### src/hdl/lpr_pkg.sv
// ============================================================================
// lpr_pkg: shared types and constants for the LRU page replacement block
// Controller command bundle and fault counter constants.
// ============================================================================
`default_nettype none

package lpr_pkg;

	localparam int unsigned COUNT_BITS = 32;
	localparam logic [COUNT_BITS-1:0] COUNT_MAX = {COUNT_BITS{1'b1}};

	// Commands from the controller to the datapath
	typedef struct packed {
		logic load;    // capture the incoming request
		logic commit;  // look up, update frames, load the result register
	} dp_cmd_t;

endpackage

`default_nettype wire

### src/hdl/lpr_if.sv
// ============================================================================
// lpr_if: request and result channels of the LRU page replacement block
// Valid/ready channels; a transfer happens when valid and ready are both high.
// ============================================================================
`default_nettype none

interface lpr_req_if #(
	parameter int PAGE_BITS = 16
);
	logic                 valid;
	logic                 ready;
	logic [PAGE_BITS-1:0] page_number;
	logic                 last_access;

	modport source (output valid, output page_number, output last_access, input ready);
	modport sink   (input valid, input page_number, input last_access, output ready);
endinterface

interface lpr_rsp_if #(
	parameter int PAGE_BITS  = 16,
	parameter int FRAME_BITS = 2
);
	logic                  valid;
	logic                  ready;
	logic                  hit;
	logic [FRAME_BITS-1:0] frame_index;
	logic                  evicted_valid;
	logic [PAGE_BITS-1:0]  evicted_page;
	logic [31:0]           fault_total;
	logic                  last_echo;

	modport source (output valid, output hit, output frame_index, output evicted_valid,
		output evicted_page, output fault_total, output last_echo, input ready);
	modport sink   (input valid, input hit, input frame_index, input evicted_valid,
		input evicted_page, input fault_total, input last_echo, output ready);
endinterface

`default_nettype wire

### src/hdl/lpr_ctrl.sv
// ============================================================================
// lpr_ctrl: request sequencing for the LRU page replacement block
// Two-state controller; owns the result valid flag.
// ============================================================================
`default_nettype none

module lpr_ctrl (
	input  wire logic           clk,
	input  wire logic           arst_n,
	input  wire logic           req_valid,
	output logic                req_ready,
	output logic                rsp_valid,
	input  wire logic           rsp_ready,
	output lpr_pkg::dp_cmd_t    cmd
);

	typedef enum logic {
		S_IDLE,
		S_UPDATE
	} state_t;

	state_t state_q;
	logic   out_valid_q;
	logic   room;

	assign req_ready = (state_q == S_IDLE);
	assign rsp_valid = out_valid_q;
	assign room      = !out_valid_q || rsp_ready;

	always_comb begin
		cmd.load   = req_valid && (state_q == S_IDLE);
		cmd.commit = (state_q == S_UPDATE) && room;
	end

	always_ff @(posedge clk or negedge arst_n) begin
		if (!arst_n) begin
			state_q     <= S_IDLE;
			out_valid_q <= 1'b0;
		end else begin
			case (state_q)
				S_IDLE: begin
					if (cmd.load) state_q <= S_UPDATE;
				end
				S_UPDATE: begin
					if (cmd.commit) state_q <= S_IDLE;
				end
				default: state_q <= S_IDLE;
			endcase
			if (cmd.commit) out_valid_q <= 1'b1;
			else if (rsp_ready) out_valid_q <= 1'b0;
		end
	end

`ifndef SYNTH
	// a committed result is presented on the next cycle
	a_commit_shows: assert property (@(posedge clk) disable iff (!arst_n)
		cmd.commit |=> out_valid_q)
		else $error("result not presented after commit");

	// an accepted request is always followed by the update step
	a_load_update: assert property (@(posedge clk) disable iff (!arst_n)
		cmd.load |=> (state_q == S_UPDATE))
		else $error("accepted request did not enter update");
`endif

endmodule

`default_nettype wire

### src/hdl/lpr_dp.sv
// ============================================================================
// lpr_dp: frame table, LRU ranks, fault counter and result register
// Parallel tag compare, frame choice and rank update in the commit cycle.
// ============================================================================
`default_nettype none

module lpr_dp #(
	parameter int NUM_FRAMES = 4,
	parameter int PAGE_BITS  = 16,
	parameter int FRAME_BITS = 2
) (
	input  wire logic                            clk,
	input  wire logic                            arst_n,
	input  wire lpr_pkg::dp_cmd_t                cmd,
	input  wire logic [PAGE_BITS-1:0]            page_number,
	input  wire logic                            last_access,
	output logic                                 hit,
	output logic [FRAME_BITS-1:0]                frame_index,
	output logic                                 evicted_valid,
	output logic [PAGE_BITS-1:0]                 evicted_page,
	output logic [lpr_pkg::COUNT_BITS-1:0]       fault_total,
	output logic                                 last_echo
);

	localparam logic [FRAME_BITS-1:0] RANK_MAX = FRAME_BITS'(NUM_FRAMES - 1);

	logic [PAGE_BITS-1:0]           page_s1;
	logic                           last_s1;
	logic [PAGE_BITS-1:0]           pages_q [NUM_FRAMES];
	logic [NUM_FRAMES-1:0]          valid_q;
	logic [FRAME_BITS-1:0]          rank_q  [NUM_FRAMES];
	logic [lpr_pkg::COUNT_BITS-1:0] fault_q;

	logic                           hit_w;
	logic                           empty_found;
	logic [FRAME_BITS-1:0]          match_idx;
	logic [FRAME_BITS-1:0]          empty_idx;
	logic [FRAME_BITS-1:0]          victim_idx;
	logic [FRAME_BITS-1:0]          sel_idx;
	logic [FRAME_BITS-1:0]          sel_rank;
	logic                           ev_valid_w;
	logic [lpr_pkg::COUNT_BITS-1:0] fault_next;

	// Priority encoders: lowest index wins. When every frame is valid the ranks
	// form a permutation, so the least recent frame is the one at the top rank.
	always_comb begin
		hit_w       = 1'b0;
		empty_found = 1'b0;
		match_idx   = '0;
		empty_idx   = '0;
		victim_idx  = '0;
		for (int i = NUM_FRAMES - 1; i >= 0; i--) begin
			if (valid_q[i] && (pages_q[i] == page_s1)) begin
				hit_w     = 1'b1;
				match_idx = FRAME_BITS'(i);
			end
			if (!valid_q[i]) begin
				empty_found = 1'b1;
				empty_idx   = FRAME_BITS'(i);
			end
			if (rank_q[i] == RANK_MAX) victim_idx = FRAME_BITS'(i);
		end
		if (hit_w) sel_idx = match_idx;
		else if (empty_found) sel_idx = empty_idx;
		else sel_idx = victim_idx;
		sel_rank   = rank_q[sel_idx];
		ev_valid_w = !hit_w && !empty_found;
		if (hit_w || (fault_q == lpr_pkg::COUNT_MAX)) fault_next = fault_q;
		else fault_next = fault_q + lpr_pkg::COUNT_BITS'(1);
	end

	// Control state: valid bits, ranks, fault counter
	always_ff @(posedge clk or negedge arst_n) begin
		if (!arst_n) begin
			valid_q <= '0;
			fault_q <= '0;
			for (int i = 0; i < NUM_FRAMES; i++) rank_q[i] <= '0;
		end else if (cmd.commit) begin
			if (last_s1) begin
				valid_q <= '0;
				fault_q <= '0;
				for (int i = 0; i < NUM_FRAMES; i++) rank_q[i] <= '0;
			end else begin
				fault_q <= fault_next;
				for (int i = 0; i < NUM_FRAMES; i++) begin
					if (FRAME_BITS'(i) == sel_idx) begin
						valid_q[i] <= 1'b1;
						rank_q[i]  <= '0;
					end else if (valid_q[i] && (!hit_w || (rank_q[i] < sel_rank))) begin
						rank_q[i] <= rank_q[i] + FRAME_BITS'(1);
					end
				end
			end
		end
	end

	// Payload: request capture, page tags, result register
	always_ff @(posedge clk) begin
		if (cmd.load) begin
			page_s1 <= page_number;
			last_s1 <= last_access;
		end
		if (cmd.commit) begin
			if (!hit_w) pages_q[sel_idx] <= page_s1;
			hit           <= hit_w;
			frame_index   <= sel_idx;
			evicted_valid <= ev_valid_w;
			evicted_page  <= ev_valid_w ? pages_q[victim_idx] : '0;
			fault_total   <= fault_next;
			last_echo     <= last_s1;
		end
	end

`ifndef SYNTH
	// end of string wipes the frame set and the count
	a_last_clears: assert property (@(posedge clk) disable iff (!arst_n)
		(cmd.commit && last_s1) |=> (valid_q == '0) && (fault_q == '0))
		else $error("state not cleared after last reference");

	// a fault never wraps the counter back to zero
	a_fault_nz: assert property (@(posedge clk) disable iff (!arst_n)
		(cmd.commit && !hit_w && !last_s1) |=> (fault_q != '0))
		else $error("fault counter wrapped");
`endif

endmodule

`default_nettype wire

### src/hdl/lru_page_replacement.sv
// ============================================================================
// lru_page_replacement: LRU page replacement over a fully associative frame set
// Tracks resident pages, recency ranks and a saturating fault count.
// ============================================================================
// Usage:
//  - req (sink): one page reference per request, page_number plus last_access.
//  - rsp (source): one result per request: hit, frame_index, evicted_valid,
//    evicted_page (zero unless a page was evicted), fault_total, last_echo.
//  - One request at a time: the next request is taken only after the update
//    step of the last one. The request is first captured; then the parallel
//    tag compare, frame choice and rank update run against the frame table
//    and write the result register. rsp.valid rises on the edge that ends
//    the update cycle.
//  - A waiting result does not block the next request: req.ready is high
//    again right after the update cycle. If rsp stalls and a second request
//    reaches its update cycle, it holds there until the result register frees.
//  - Reset (arst_n low) clears all valid bits, ranks, the fault count and the
//    result valid flag; no clearing pass is needed.
//  - A request with last_access set clears frames and count after its result.
// ============================================================================
`default_nettype none

module lru_page_replacement #(
	parameter int NUM_FRAMES = 4,
	parameter int PAGE_BITS  = 16
) (
	input  wire logic   clk,
	input  wire logic   arst_n,
	lpr_req_if.sink     req,
	lpr_rsp_if.source   rsp
);

	localparam int FRAME_BITS = $clog2(NUM_FRAMES);

	lpr_pkg::dp_cmd_t cmd;

	// sequencing and result handshake
	lpr_ctrl u_ctrl (
		.clk       (clk),
		.arst_n    (arst_n),
		.req_valid (req.valid),
		.req_ready (req.ready),
		.rsp_valid (rsp.valid),
		.rsp_ready (rsp.ready),
		.cmd       (cmd)
	);

	// frame table, LRU ranks, fault counter and result payload
	lpr_dp #(
		.NUM_FRAMES (NUM_FRAMES),
		.PAGE_BITS  (PAGE_BITS),
		.FRAME_BITS (FRAME_BITS)
	) u_dp (
		.clk           (clk),
		.arst_n        (arst_n),
		.cmd           (cmd),
		.page_number   (req.page_number),
		.last_access   (req.last_access),
		.hit           (rsp.hit),
		.frame_index   (rsp.frame_index),
		.evicted_valid (rsp.evicted_valid),
		.evicted_page  (rsp.evicted_page),
		.fault_total   (rsp.fault_total),
		.last_echo     (rsp.last_echo)
	);

endmodule

`default_nettype wire
### src/flat_wrapper.sv
// flat-port wrapper written by rule: the top's interface ports become plain ports
module lru_page_replacement_flat 
#(
	parameter int NUM_FRAMES = 4,
	parameter int PAGE_BITS  = 16
)
  (clk, arst_n, req_valid, req_page_number, req_last_access, req_ready, rsp_valid, rsp_hit, rsp_frame_index, rsp_evicted_valid, rsp_evicted_page, rsp_fault_total, rsp_last_echo, rsp_ready);
  lpr_req_if #(.PAGE_BITS(PAGE_BITS)) req_i ();
  lpr_rsp_if #(.PAGE_BITS(PAGE_BITS)) rsp_i ();
  input  wire logic clk;
  input  wire logic arst_n;
  input wire logic [$bits(req_i.valid)-1:0] req_valid;
  input wire logic [$bits(req_i.page_number)-1:0] req_page_number;
  input wire logic [$bits(req_i.last_access)-1:0] req_last_access;
  output wire logic [$bits(req_i.ready)-1:0] req_ready;
  output wire logic [$bits(rsp_i.valid)-1:0] rsp_valid;
  output wire logic [$bits(rsp_i.hit)-1:0] rsp_hit;
  output wire logic [$bits(rsp_i.frame_index)-1:0] rsp_frame_index;
  output wire logic [$bits(rsp_i.evicted_valid)-1:0] rsp_evicted_valid;
  output wire logic [$bits(rsp_i.evicted_page)-1:0] rsp_evicted_page;
  output wire logic [$bits(rsp_i.fault_total)-1:0] rsp_fault_total;
  output wire logic [$bits(rsp_i.last_echo)-1:0] rsp_last_echo;
  input wire logic [$bits(rsp_i.ready)-1:0] rsp_ready;
  assign req_i.valid = req_valid;
  assign req_i.page_number = req_page_number;
  assign req_i.last_access = req_last_access;
  assign req_ready = req_i.ready;
  assign rsp_valid = rsp_i.valid;
  assign rsp_hit = rsp_i.hit;
  assign rsp_frame_index = rsp_i.frame_index;
  assign rsp_evicted_valid = rsp_i.evicted_valid;
  assign rsp_evicted_page = rsp_i.evicted_page;
  assign rsp_fault_total = rsp_i.fault_total;
  assign rsp_last_echo = rsp_i.last_echo;
  assign rsp_i.ready = rsp_ready;
  lru_page_replacement #(.NUM_FRAMES(NUM_FRAMES), .PAGE_BITS(PAGE_BITS)) u_core (.clk(clk), .arst_n(arst_n), .req(req_i), .rsp(rsp_i));
endmodule
### config.mk
export PLATFORM = sky130hd
export DESIGN_NAME = lru_page_replacement_flat
export DESIGN_NICKNAME = d
export VERILOG_FILES = /design/src/hdl/lpr_pkg.sv /design/src/hdl/lpr_if.sv /design/src/hdl/lpr_ctrl.sv /design/src/hdl/lpr_dp.sv /design/src/hdl/lru_page_replacement.sv /design/src/flat_wrapper.sv
export SDC_FILE = /design/constraint.sdc
export NUM_CORES = 1
export LEC_CHECK = 0
export BUFFER_PORTS_ARGS = -buffer_cell sky130_fd_sc_hd__clkbuf_2
export CAP_MARGIN = 20
export CORE_UTILIZATION = 55
export DETAILED_ROUTE_END_ITERATION = 12
export GPL_TIMING_DRIVEN = 0
export PLACE_DENSITY = 0.86
export SLEW_MARGIN = 20
export SYNTH_ARGS = -nofsm -noshare
export SYNTH_HDL_FRONTEND = slang
export SYNTH_HIERARCHICAL = 1
export SYNTH_SLANG_ARGS = --single-unit
### constraint.sdc
create_clock -name clk -period 7.4 [get_ports clk]
set_input_delay 0.74 -clock clk [delete_from_list [all_inputs] [get_ports clk]]
set_output_delay 0.74 -clock clk [all_outputs]
set_load 0.005 [all_outputs]
==> results.ini <==
[pwr]
clockPowerShare_pct = 30.9
intPower_mw = 1.94
vdd_ir_drop_max_uv = 231
p_comb_share_pct = 22.1
p_seq_share_pct = 47.0
cellPowerDensity_nw_per_um2 = 278
sw_frac_of_total_pct = 31.3
leakage_nw = 3.70
p_switching_uw = 881

[critical_path]
crit_slowest_cell = nor4_2
slowest_delay_ps = 610
r2r_slack_ps = 3710
critPathMaxFanout = 10
arrival_ps = 3820
startpoint_type = flop
path_buf_inv = 3
crit_chain = xor2_1, nor4_1, nand4_1, o22ai_1, o21bai_4, buf_6, clkinv_1, nor4_2, buf_2
critPathRequiredTime_ps = 7530
cp_top_family = simple AND/OR/NAND/NOR gates
r2r_cells = 9
cp-end-kind = flop
criticalPathCategory = flop to flop
path_depth = 9

[logic_synthesis]
synthArstFlopShare_pct = 25.6
yosys_warnings = 6
ys.flop_type = edfxtp_1
ys_seq_area_share_pct = 58.5
netlist_instances = 761
netlist_area_um2 = 8840
synth_edf_count = 134
synth_nets = 787
synth_cell_types = 71
synth_seq_cells = 180
syn_area_per_cell_um2 = 11.6

[sta]
skew_ps = 8.80
post-route-period-util_pct = 49.8
whs_ps = 364
finalSetupViolations = 0
tns_ps = 0
hold_viol = 0
grt_setup_unrepaired = false
worst_slack_ps = 3710
post-route-min-period_ps = 3690
worst_pin_slew_ps = 1010
relSlewSlack_pct = 31.9
max_freq_mhz = 271
finalMaxSlewViolations = 0

[layout]
area_growth_pct = 14.5
nets = 886
drive_above_1_share_pct = 17.0
final_cell_mix = edfxtp_1, clkbuf_2, nor2_1
n_fill_cell = 1137
layout_commonest_cell = edfxtp_1
n_antenna_cell = 0

[cts]
clk_pin_slew_ps = 70
cts_made_buffers = 17
cts_resized = 0
clock_sinks = 180
htreeDepth = 4
clk_path_buf_depth = 2
cts_tree = done
clock-root-buffer = clkbuf_16
holdBufCountCts = 0
clk_latency_ps = 440
postCtsSetupBuffers = 0

[floorplanning]
die_w_um = 129
row_count = 45
die-height_um = 129
start_util_pct = 57.3
core_region_area_um2 = 15400
io_pins = 76
dieArea_um2 = 16600

[global_route]
grt_pass1_vias = 6255
grt_max_degree = 54
grt_pass1_wl_um = 32300
antenna_found_initial = 0
grt_remaining_overflow = 0
grtUsageTotal_pct = 25.9

[routing]
dr_wl_met2_um = 9550
firstDrtPassIters = 7
avgViaCountPerCell = 6.14
totalWireLength_um = 20400
drt_iter0_drc = 973
met3_length_um = 2050
vias = 6656
wl_met1_um = 8220
detail_route.wl_per_cell_um = 18.8
top_layer = met4
ant_nets = 0
route.detailed.drc = 0

[placement]
io_buffers = 75
hpwlAfterDp_um = 14000
routabilityCongestion = 0.917
preCtsSetupSlack_ps = 3820

[run_status]
status = complete, no violations

[job]
drv_cap = 0

[worst_hold_path]
hp-class = input port to async pin

-- metal layers --
layer / vias up / track usage [%]
met1: 3143 / 34.9
met2: 427 / 40.5
met4: 0 / 11.8
met3: 62 / 5.70
met5: - / 0
li1: 3024 / -
-- layout make-up --
| cell class | instances | area [µm²] | area share, % |
|---|---|---|---|
| Sequential cell | 180 | 5170 | 51.1 |
| Multi-Input combinational cell | 528 | 3480 | 34.3 |
| Timing Repair Buffer | 80 | 430 | 4.25 |
| Clock buffer | 18 | 429 | 4.24 |
| Tap cell | 211 | 264 | 2.61 |
| Clock inverter | 14 | 140 | 1.38 |
| Buffer | 33 | 134 | 1.32 |
| Inverter | 20 | 75.1 | 0.742 |
-- state kept, by name, summed over array words and instances, names as in the netlist --
signal / cells
u_core/u_dp/frame_index: 2
u_core/u_dp/evicted_valid: 1
u_core/u_dp/valid_q: 4
u_core/u_dp/last_s1: 1
u_core/u_ctrl/state_q: 1
u_core/u_dp/rank_q: 8
u_core/u_ctrl/rsp_valid: 1
u_core/u_dp/fault_total: 32
u_core/u_dp/pages_q: 64
u_core/u_dp/fault_q: 32
u_core/u_dp/page_s1: 16
u_core/u_dp/evicted_page: 16
u_core/u_dp/last_echo: 1
u_core/u_dp/hit: 1
-- final timing paths --
| kind | from | end |
|---|---|---|
| max in group asynchronous | arst_n | u_core/u_dp/rank_q[4] |
| setup / recovery | u_core/u_dp/page_s1[12] | u_core/u_dp/pages_q[1][15] |
| setup reg to reg | u_core/u_dp/page_s1[12] | u_core/u_dp/pages_q[1][15] |
| hold / removal | arst_n | u_core/u_dp/fault_q[17] |
| min in group clk | u_core/u_dp/last_s1 | u_core/u_dp/last_echo |
| hold reg to reg | u_core/u_dp/last_s1 | u_core/u_dp/last_echo |
-- synth_stat cells, drive strengths merged, types with 2 or more instances --
| master | number | area share (%) |
|---|---|---|
| o21bai | 2 | 0.30 |
| o21ai | 46 | 2.6 |
| or4 | 4 | 0.38 |
| dfrtp | 46 | 13 |
| a21oi | 39 | 2.2 |
| nor2 | 62 | 2.7 |
| and3 | 9 | 0.64 |
| clkbuf | 29 | 1.2 |
| nand2b | 8 | 0.65 |
| nand2 | 58 | 2.5 |
| o31ai | 21 | 1.8 |
| a211oi | 5 | 0.42 |
| a31oi | 8 | 0.57 |
| nor4bb | 2 | 0.23 |
| mux2 | 20 | 2.6 |
| o211a | 2 | 0.23 |
| or3 | 2 | 0.14 |
| nand3 | 20 | 1.1 |
| nand4 | 21 | 1.5 |
| xor2 | 40 | 4.0 |
| o311ai | 2 | 0.20 |
| inv | 17 | 0.72 |
| a21o | 4 | 0.34 |
| nor4b | 2 | 0.37 |
| buf | 4 | 0.28 |
| and2 | 10 | 0.71 |
| o2111ai | 2 | 0.20 |
| mux2i | 5 | 0.57 |
| xnor2 | 55 | 5.4 |
| ha | 5 | 0.71 |
| o22ai | 19 | 1.5 |
| clkinv | 3 | 0.13 |
| nor2b | 2 | 0.17 |
| edfxtp | 134 | 45 |
| o211ai | 3 | 0.25 |
| and4 | 6 | 0.59 |
| nor3b | 4 | 0.34 |
| nand3b | 2 | 0.17 |
| a22o | 2 | 0.20 |
| nor4 | 10 | 0.71 |
| nor3 | 11 | 0.75 |
-- power groups by stage --
stage	combinational (mW)	clock (mW)	sequential, mW
2_1_floorplan	0.416	0	1.32
3_3_place_gp	0.575	0	1.34
3_5_place_dp	0.600	0	1.34
4_1_cts	0.610	0.877	1.32
5_1_grt	0.679	0.919	1.34
6_report	0.623	0.869	1.32
-- stage by stage --
stage	power, mW	cells	util, %	area, µm²
floorplan	1.74	761	-	8840
global placement	1.91	1047	61.5	9480
detailed placement	1.94	1052	61.9	9550
CTS	2.81	1084	65.6	10100
global route	2.93	1084	65.6	10100
finish	2.82	1084	65.6	10100
-- worst register-to-register path: cells and delay by family (launching register included) --
kind / cells / cell delay, ps
AO/OA/AOI/OAI: 2 / 650
XOR/XNOR: 1 / 250
buffers and inverters: 3 / 810
flip-flops: 1 / 560
AND/OR/NAND/NOR: 3 / 1120
-- logic make-up after synthesis --
family / after synthesis / synth area share [%]
and+or+nand+nor: 236 / 13.8
DFF: 180 / 58.5
muxes: 25 / 3.15
AOI/OAI and AO/OA: 167 / 12.0
buffers and inverters: 53 / 2.36
adders and majority gates: 5 / 0.707
xor gates and xnor gates: 95 / 9.41
No activity file was read; power rests on OpenSTA's default activity.
